`config.mk`:
```
export PLATFORM = sky130hd
export DESIGN_NAME = turbo_interleaver_address
export DESIGN_NICKNAME = d
export VERILOG_FILES = /design/src/hdl/tia_pkg.sv /design/src/hdl/tia_div_cell.sv /design/src/hdl/tia_mul_stage.sv /design/src/hdl/turbo_interleaver_address.sv
export VERILOG_INCLUDE_DIRS = /design/src /design/src/hdl
export SDC_FILE = /design/constraint.sdc
export NUM_CORES = 1
export LEC_CHECK = 0
export ABC_AREA = 1
export BUFFER_PORTS_ARGS = -buffer_cell sky130_fd_sc_hd__buf_4
export CORE_ASPECT_RATIO = 0.5
export CORE_MARGIN = 2
export CORE_UTILIZATION = 47
export DETAILED_ROUTE_END_ITERATION = 8
export REMOVE_ABC_BUFFERS = 1
export SYNTH_ARGS = -nofsm -noshare
export SYNTH_HDL_FRONTEND = slang
export SYNTH_SLANG_ARGS = --single-unit
```
`constraint.sdc`:
```
create_clock -name clk -period 8 [get_ports clk]
set_input_delay 0.8 -clock clk [delete_from_list [all_inputs] [get_ports clk]]
set_output_delay 0.8 -clock clk [all_outputs]
set_load 0.05 [all_outputs]
```
`src/hdl/assert_macros.svh`:
```
`ifndef ASSERT_MACROS_SVH
`define ASSERT_MACROS_SVH

// Clocked implication check, disabled while reset is high.
`define ASSERT_CLK(label, clk, rst, prop, msg) \
  label: assert property (@(posedge clk) disable iff (rst) prop) else $error(msg);

// Invariant that must hold at every clock edge outside reset.
`define ASSERT_ALWAYS(label, clk, rst, expr, msg) \
  label: assert property (@(posedge clk) disable iff (rst) (expr)) else $error(msg);

`endif

```
`src/hdl/tia_pkg.sv`:
```
package tia_pkg;

  localparam int POS_W     = 14;
  localparam int BYTES_W   = 11;
  localparam int RES_W     = 17;
  localparam int IDX_CELLS = 2;
  localparam int MOD_CELLS = 6;

  localparam logic [BYTES_W-1:0] BYTES_RESET = 11'd223;
  localparam logic [4:0]         MOD_OFFSET  = 5'd21;

  // One item as it moves down the cell chain.
  typedef struct packed {
    logic             invalid;
    logic             m;
    logic [1:0]       t;
    logic [1:0]       quo;
    logic [RES_W-1:0] rem;
  } item_t;

  // t = (19*i + 1) mod 4 for i in 0..3
  function automatic logic [1:0] t_of_index(input logic [1:0] i);
    logic [1:0] t;
    case (i)
      2'd0:    t = 2'd1;
      2'd1:    t = 2'd0;
      2'd2:    t = 2'd3;
      default: t = 2'd2;
    endcase
    return t;
  endfunction

  function automatic logic [5:0] prime_of(input logic [1:0] t);
    logic [5:0] p;
    case (t)
      2'd0:    p = 6'd31;
      2'd1:    p = 6'd37;
      2'd2:    p = 6'd43;
      default: p = 6'd47;
    endcase
    return p;
  endfunction

endpackage

```
`src/hdl/tia_div_cell.sv`:
```
module tia_div_cell #(
  parameter int SHIFT = 0
) (
  input  logic                         clk,
  input  logic                         rst,
  input  logic                         advance,
  input  logic [tia_pkg::BYTES_W-1:0]  block_bytes,
  input  logic                         in_valid,
  input  tia_pkg::item_t               in_item,
  output logic                         out_valid,
  output tia_pkg::item_t               out_item
);
  import tia_pkg::*;

  logic [RES_W-1:0] divisor;
  logic             ge;
  item_t            item_next;

  assign divisor = RES_W'(block_bytes) << SHIFT;

  // One restoring step: subtract the shifted divisor when it fits.
  always_comb begin
    item_next = in_item;
    ge        = (in_item.rem >= divisor);
    if (ge) begin
      item_next.rem = in_item.rem - divisor;
    end
    item_next.quo = {in_item.quo[0], ge};
  end

  always_ff @(posedge clk) begin
    if (rst) begin
      out_valid <= 1'b0;
    end else if (advance) begin
      out_valid <= in_valid;
    end
  end

  always_ff @(posedge clk) begin
    if (advance) begin
      out_item <= item_next;
    end
  end

endmodule

```
`src/hdl/tia_mul_stage.sv`:
```
module tia_mul_stage (
  input  logic           clk,
  input  logic           rst,
  input  logic           advance,
  input  logic           in_valid,
  input  tia_pkg::item_t in_item,
  output logic           out_valid,
  output tia_pkg::item_t out_item
);
  import tia_pkg::*;

  logic [1:0]       t;
  logic [RES_W-1:0] prime_ext;
  logic [RES_W-1:0] j_ext;
  logic [RES_W-1:0] offset;
  item_t            item_next;

  always_comb begin
    t         = t_of_index(in_item.quo);
    prime_ext = RES_W'(prime_of(t));
    j_ext     = RES_W'(in_item.rem[BYTES_W-1:0]);
    offset    = in_item.m ? RES_W'(MOD_OFFSET) : '0;
    item_next         = in_item;
    item_next.t       = t;
    item_next.quo     = '0;
    item_next.rem     = prime_ext * j_ext + offset;
  end

  always_ff @(posedge clk) begin
    if (rst) begin
      out_valid <= 1'b0;
    end else if (advance) begin
      out_valid <= in_valid;
    end
  end

  always_ff @(posedge clk) begin
    if (advance) begin
      out_item <= item_next;
    end
  end

endmodule

```
`src/hdl/turbo_interleaver_address.sv`:
```
// CCSDS turbo-code interleaver address generator. Each input transfer carries
// a zero-based bit position; each output transfer returns its interleaved
// position, or zero with position_invalid set when the position is not below
// 8*block_bytes. One address is accepted per clock unless the output stalls.
// The chain holds an input register, two compare/subtract cells that split
// the half position into its quarter index and in-quarter offset, one
// register after the constant-prime multiply, six compare/subtract cells
// that reduce the product modulo block_bytes, and the output register. A
// stall on the output freezes the whole chain, so in_ready follows out_ready
// through one gate. block_bytes resets to 223 and is written through
// cfg_we/cfg_wdata; write it only while no transfer is in flight.
module turbo_interleaver_address (
  input  logic                         clk,
  input  logic                         rst,
  input  logic                         cfg_we,
  input  logic [tia_pkg::BYTES_W-1:0]  cfg_wdata,
  input  logic                         in_valid,
  output logic                         in_ready,
  input  logic [tia_pkg::POS_W-1:0]    position,
  output logic                         out_valid,
  input  logic                         out_ready,
  output logic [tia_pkg::POS_W-1:0]    permuted_position,
  output logic                         position_invalid
);
  import tia_pkg::*;

`include "assert_macros.svh"

  logic [BYTES_W-1:0] block_bytes;
  logic               advance;

  // Front register
  logic               front_valid;
  item_t              front_item;
  item_t              front_next;

  // Index cells, then the multiply stage, then the modulo cells
  logic  [IDX_CELLS:0] idx_valid;
  item_t               idx_item [IDX_CELLS+1];
  logic  [MOD_CELLS:0] mod_valid;
  item_t               mod_item [MOD_CELLS+1];

  logic [IDX_CELLS+MOD_CELLS+1:0] pipe_valid;
  logic [POS_W-1:0]               result;

  // Configuration register
  always_ff @(posedge clk) begin
    if (rst) begin
      block_bytes <= BYTES_RESET;
    end else if (cfg_we) begin
      block_bytes <= cfg_wdata;
    end
  end

  // Advance the chain whenever the output register is free or being drained.
  assign advance  = !out_valid || out_ready;
  assign in_ready = advance;

  always_comb begin
    front_next         = '0;
    front_next.invalid = (position >= {block_bytes, 3'b000});
    front_next.m       = position[0];
    front_next.rem     = RES_W'(position[POS_W-1:1]);
  end

  always_ff @(posedge clk) begin
    if (rst) begin
      front_valid <= 1'b0;
    end else if (advance) begin
      front_valid <= in_valid;
    end
  end

  always_ff @(posedge clk) begin
    if (advance) begin
      front_item <= front_next;
    end
  end

  assign idx_valid[0] = front_valid;
  assign idx_item[0]  = front_item;

  // Quarter index i = floor(n/2 / block_bytes), two bits, most significant first.
  for (genvar g = 0; g < IDX_CELLS; g++) begin : g_idx
    tia_div_cell #(
      .SHIFT(IDX_CELLS - 1 - g)
    ) u_cell (
      .clk        (clk),
      .rst        (rst),
      .advance    (advance),
      .block_bytes(block_bytes),
      .in_valid   (idx_valid[g]),
      .in_item    (idx_item[g]),
      .out_valid  (idx_valid[g+1]),
      .out_item   (idx_item[g+1])
    );
  end

  // Map i to t, multiply the offset by its prime and add 21 for odd positions.
  tia_mul_stage u_mul (
    .clk      (clk),
    .rst      (rst),
    .advance  (advance),
    .in_valid (idx_valid[IDX_CELLS]),
    .in_item  (idx_item[IDX_CELLS]),
    .out_valid(mod_valid[0]),
    .out_item (mod_item[0])
  );

  // Product stays below 48*block_bytes, so six restoring steps reduce it.
  for (genvar g = 0; g < MOD_CELLS; g++) begin : g_mod
    tia_div_cell #(
      .SHIFT(MOD_CELLS - 1 - g)
    ) u_cell (
      .clk        (clk),
      .rst        (rst),
      .advance    (advance),
      .block_bytes(block_bytes),
      .in_valid   (mod_valid[g]),
      .in_item    (mod_item[g]),
      .out_valid  (mod_valid[g+1]),
      .out_item   (mod_item[g+1])
    );
  end

  // 2*(t + 4c + 1) - m - 1 = 8c + 2t + (1 - m): plain bit packing.
  assign result = mod_item[MOD_CELLS].invalid ? '0 :
                  {mod_item[MOD_CELLS].rem[BYTES_W-1:0], mod_item[MOD_CELLS].t,
                   ~mod_item[MOD_CELLS].m};

  always_ff @(posedge clk) begin
    if (rst) begin
      out_valid <= 1'b0;
    end else if (advance) begin
      out_valid <= mod_valid[MOD_CELLS];
    end
  end

  always_ff @(posedge clk) begin
    if (advance) begin
      permuted_position <= result;
      position_invalid  <= mod_item[MOD_CELLS].invalid;
    end
  end

  assign pipe_valid = {mod_valid, idx_valid[IDX_CELLS:1], front_valid};

  `ASSERT_CLK(a_chain_holds, clk, rst, !in_ready |=> $stable(pipe_valid), "chain moved during output stall")
  `ASSERT_CLK(a_invalid_zero, clk, rst, out_valid && position_invalid |-> permuted_position == '0, "invalid position returned nonzero address")
  `ASSERT_CLK(a_in_range, clk, rst, out_valid && !position_invalid |-> permuted_position < {block_bytes, 3'b000}, "permuted address beyond interleaver length")
  `ASSERT_CLK(a_accept_loads, clk, rst, in_valid && in_ready |=> front_valid, "accepted transfer not captured")

endmodule

```
# Word level (Yosys, flattened, before mapping)
# Cells that the tools add are included.
dict set report totals {
  ff_bits 225
  inputBits 30
  output_inout_bits 17
}
dict set report classes {
  n_bitwise 1
  mul 1
  magnitude_cmp 9
  eq_ne 4
  muxes 11
  n_addsub 9
  reduce_logical 4
}
# operator n
set ops {}
lappend ops {{$mux W17} 5}
lappend ops {{$ge A17 B11 Y1} 2}
lappend ops {{$mux W11} 2}
lappend ops {{$sub A11 B11 Y11} 2}
lappend ops {{$pmux W6 S3} 1}
lappend ops {{$add A17 B17 Y17} 1}
lappend ops {{$ge A17 B12 Y1} 1}
lappend ops {{$ge A17 B13 Y1} 1}
lappend ops {{$ge A17 B14 Y1} 1}
lappend ops {{$ge A17 B15 Y1} 1}
lappend ops {{$ge A17 B16 Y1} 1}
lappend ops {{$mul A6 B11 Y17} 1}
lappend ops {{$sub A17 B12 Y17} 1}
lappend ops {{$sub A17 B13 Y17} 1}
lappend ops {{$sub A17 B14 Y17} 1}
lappend ops {{$sub A17 B15 Y17} 1}
lappend ops {{$sub A17 B16 Y17} 1}
lappend ops {{$ge A14 B14 Y1} 1}
lappend ops {{$sub A13 B12 Y14} 1}
lappend ops {{$ge A13 B12 Y1} 1}
lappend ops {{$mux W13} 1}
lappend ops {{$pmux W2 S3} 1}
lappend ops {{$mux W5} 1}
lappend ops {{$eq A2 B1 Y1 const B} 2}
lappend ops {{5 further kinds} 7}

# Logic depth before layout (Yosys ltp)
dict set report depth {
  ltp_word 6
  ltp_mapped 20
  depth_no_buf 19
}

# Cells and area by module
# From an unflattened synthesis, not the netlist that was laid out.
dict set report unflattened {
  hier_cells 2510
  area_unflattened_um2 19466.2
}
# mod n_inst area_each_um2 cells_each
set by_module_without_submodules {}
lappend by_module_without_submodules {tia_mul_stage 1 2994.1 359}
lappend by_module_without_submodules {{tia_div_cell (g_idx[1].u_cell)} 1 1988.2 270}
lappend by_module_without_submodules {{tia_div_cell (g_mod[5].u_cell)} 1 1950.6 268}
lappend by_module_without_submodules {{tia_div_cell (g_mod[4].u_cell)} 1 1854.3 250}
lappend by_module_without_submodules {{tia_div_cell (g_idx[0].u_cell)} 1 1845.5 258}
lappend by_module_without_submodules {{tia_div_cell (g_mod[3].u_cell)} 1 1839.3 251}
lappend by_module_without_submodules {{tia_div_cell (g_mod[2].u_cell)} 1 1804.2 242}
lappend by_module_without_submodules {{tia_div_cell (g_mod[1].u_cell)} 1 1779.2 241}
lappend by_module_without_submodules {turbo_interleaver_address 1 1773.0 161}
lappend by_module_without_submodules {{tia_div_cell (g_mod[0].u_cell)} 1 1637.8 210}

# Least setup slack after synthesis
# No wires, ideal clock.
dict set report synth_timing {
  path_kind {input to output}
  start {input port out_ready}
  end {output port in_ready}
  stages 3
  path_slack_ns 0.204
  t_arrival_ns 6.996
  cell_sequence {nor2_1 -> inv_1 -> clkbuf_1}
}
dict set report synth_between {
  elab_chain_cells 1
}
# item line_no
set synth_lines {}
lappend synth_lines {{from (decl)} turbo_interleaver_address.sv:21} ;# input logic out_ready,
lappend synth_lines {{$logic_or A1 B1 Y1} turbo_interleaver_address.sv:56} ;# assign advance = !out_valid || out_ready;
lappend synth_lines {{to (decl)} turbo_interleaver_address.sv:18} ;# output logic in_ready,
# No other way between the ends.

==> out/summary.md <==
## Logic synthesis
• **fraction of the mapped netlist area in compound gates** 5.32%
• **share of synthesized area spent on multiplexers** 0%
• **main combinational cell family by area after synthesis** simple AND/OR/NAND/NOR gates
• **biggest area contributors in the synthesized netlist** edfxtp_1 37%, nand2_1 14%, ha_1 11%
• **synthesis warning total** 0
• **area share of xor/xnor cells in the synthesized design** 3.51%
• **most used flip-flop cell after synthesis** edfxtp_1
• **ranking of synthesized cells by instance count** 604 x nand2_1, 299 x inv_1, 213 x nor2_1
• **flip-flop and latch count after synthesis** 225
• **post-synthesis sequential area ratio** 39.7%
• **library cell with the largest summed area after synthesis** edfxtp_1
• **count of different cell masters after synthesis** 39
• **cell count after synthesis** 2,029
• **synthesized area** 16,500 sq um
• **number of enable-type register cells in the synthesized netlist** 203
• **Avg Synthesized Cell Area** 8.11 sq um
• **basic-gate share of the synthesized area counting and, or, nand and nor cells** 27.3%
• **share of the synthesized area in the top cell type** 37.0%
• **cell with the most instances after synthesis** nand2_1
• **adder-cell share of the synthesized area** 16.1%
• **FFs w/ async S/R, synth** 0%

## Timing
• **number of hold-slack violations in the final timing report** 0
• **final critical-path required period** 4890 ps
• **portion of the clock cycle consumed by the worst path in the final layout** 61.1%
• **final setup violating endpoints** 0
• **RSZ-0062 raised after global routing** false
• **Worst Tran Pin Value** 866 ps
• **sum of negative setup slack** 0 ps
• **count of final max-slew check failures** 0
• **maximum clock frequency** 205 MHz
• **slew margin rel.** 42.2%
• **post-route clock skew** 14.7 ps

## Place
• **I/O Buffers** 46
• **HPWL Detailed** 30,000 um
• **gp weighted congestion** 0.926

## Clock network
• **TritonCTS buffer count** 23
• **PostCTS Resize Cnt** 0
• **sinks on the clock net** 225
• **root cell of the clock tree** clkbuf_16
• **maximum level of the CTS H-tree** 1
• **clock-pin slew on the worst setup and hold paths** 60 ps
• **worst skew pair latency** 540 ps
• **number of post-CTS setup repair buffers** 0
• **clock tree buffer depth** 3
• **number of hold buffers added after CTS** 0
• **TritonCTS clock tree** done

## Floorplanning
• **Die Span Y** 136 um
• **area enclosed by the die boundary** 36,600 sq um
• **Core Box Area** 34,500 sq um
• **I/O pin count** 47
• **effective utilization at floorplan** 47.7%
• **chip width** 269 um
• **number of rows created at floorplan** 48

## Setup path
• **CP endpoint kind** flop
• **startpoint kind of the worst setup timing path** flop
• **worst path arrival time** 5170 ps
• **data required time of the critical path** 8290 ps
• **type of the worst setup path** reg2reg
• **peak fanout along the critical path** 12

## Route
• **Remaining DRCs** 0
• **Antenna Nets Post-Route** 0
• **via count** 13,100
• **number of design-rule violations left by the first detailed-router iteration** 935
• **first-pass detailed-route iteration total** 5
• **mean number of vias per cell** 5.08
• **aggregate routed wire length** 39,500 um
• **routed len/inst** 15.3 um

## Global route
• **Remaining Overflow, GRT** 0
• **number of antenna violations at the first check in global routing** 0
• **vias in the first global route** 12,200
• **pin count of the biggest net entering global routing** 84
• **global-route wire length before repair** 63,800 um
• **GRT Total Usage** 22.3%

## Final layout
• **fraction of layout instances using a drive strength above 1** 6.57%
• **number of fillers in the final layout** 3,344
• **sequential cell area in the final layout** 6540 sq um
• **Nets** 2,298
• **P&R area growth vs syn** 9.91%
• **area of combinational cells with multiple inputs** 8600 sq um
• **number of antenna repair diodes** 0

## Hold path
• **worst hold path class** reg2reg

## Job
• **# Max-Cap Violations** 0

## Run status
• **outcome** finished, final reports clean

==> final timing paths <==
| path | cells past startpoint | slack, ps | start | end |
|---|---|---|---|---|
| worst min register to register | 0 | 410 | g_mod[0].u_cell.out_item[21] | g_mod[1].u_cell.out_item[21] |
| worst min-delay path | 0 | 410 | g_mod[0].u_cell.out_item[21] | g_mod[1].u_cell.out_item[21] |
| worst max-delay path | 17 | 3110 | g_idx[1].u_cell.out_item[18] | u_mul.out_item[14] |
| worst max register to register | 17 | 3110 | g_idx[1].u_cell.out_item[18] | u_mul.out_item[14] |
==> logic make-up (layout without fill, tap and decap cells) <==
kind of cell | after synthesis | in the layout
xor gates and xnor gates | 66 | 66
and+or+nand+nor | 1063 | 1063
buffers and inverters | 332 | 403
adders and majority gates | 185 | 185
DFF | 225 | 225
AOI/OAI and AO/OA | 158 | 158
==> metrics by stage <==
| stage | instance area (sq um) | utilization (%) | setup WS, ps | hold WS (ps) | cells |
|---|---|---|---|---|---|
| floorplan | 16300 | - | 1950 | 400 | 2002 |
| global placement | 17300 | 50.2 | 3220 | 400 | 2533 |
| detailed placement | 17300 | 50.2 | 3100 | 405 | 2533 |
| CTS | 18100 | 52.5 | 3110 | 417 | 2575 |
| global route | 18100 | 52.5 | 2620 | 427 | 2575 |
| finish | 18100 | 52.5 | 3110 | 413 | 2575 |
==> registers in the layout, indices dropped and copies added, names as in the netlist <==
signal,cells
g_mod.u_cell.out_item,120
u_mul.out_item,21
front_valid,1
g_idx.u_cell.out_item,32
g_mod.u_cell.out_valid,6
block_bytes,11
position_invalid,1
g_idx.u_cell.out_valid,2
out_valid,1
u_mul.out_valid,1
permuted_position,14
front_item,15
==> metal layers <==
layer  part of all wire, %  up-vias  track usage (%)
li1                      -     6745                -
met1                    50     6042             32.2
met2                    44      249             35.7
met3                   5.0       36             3.39
met4                   1.6        0             3.89
met5                     0        -                0
==> layout make-up <==
cell class	instances	share of cell area [%]
tap	475	3.29
clock buffer	30	3.67
timing repair buffer	56	2.32
clock inverter	12	0.636
inverter	305	6.38
sequential	225	36.1
multi-input combinational	1472	47.6
==> critical path, stage by stage, from the launching register on <==
cell and delay, ps:
edfxtp_1 440, nor2_1 630, inv_1 370, nor2_1 220
fa_1 460, fa_1 550, inv_1 50, fa_1 520
inv_1 40, ha_1 280, ha_1 350, nand2_1 120
nor2_1 160, nand3_1 100, nand3_1 120, nand2_1 80
nand3_1 70, nand2_1 60
==> layout by cell type, fill, tap and decap left out, drive strengths merged, types with 17 or more instances in the layout <==
master	netlist	final
inv	305	310
edfxtp	203	203
o21ai	54	54
buf	16	56
nand3	129	129
clkbuf	11	30
dfxtp	22	22
a21oi	83	83
nor3	17	17
xor2	47	47
ha	140	140
nor2	216	216
xnor2	19	19
fa	45	45
nand2	615	615
nand4	66	66
Power is left out: the tool's default activity adds up to more than one toggle a clock period on the data nets, which glitch-free logic cannot reach.
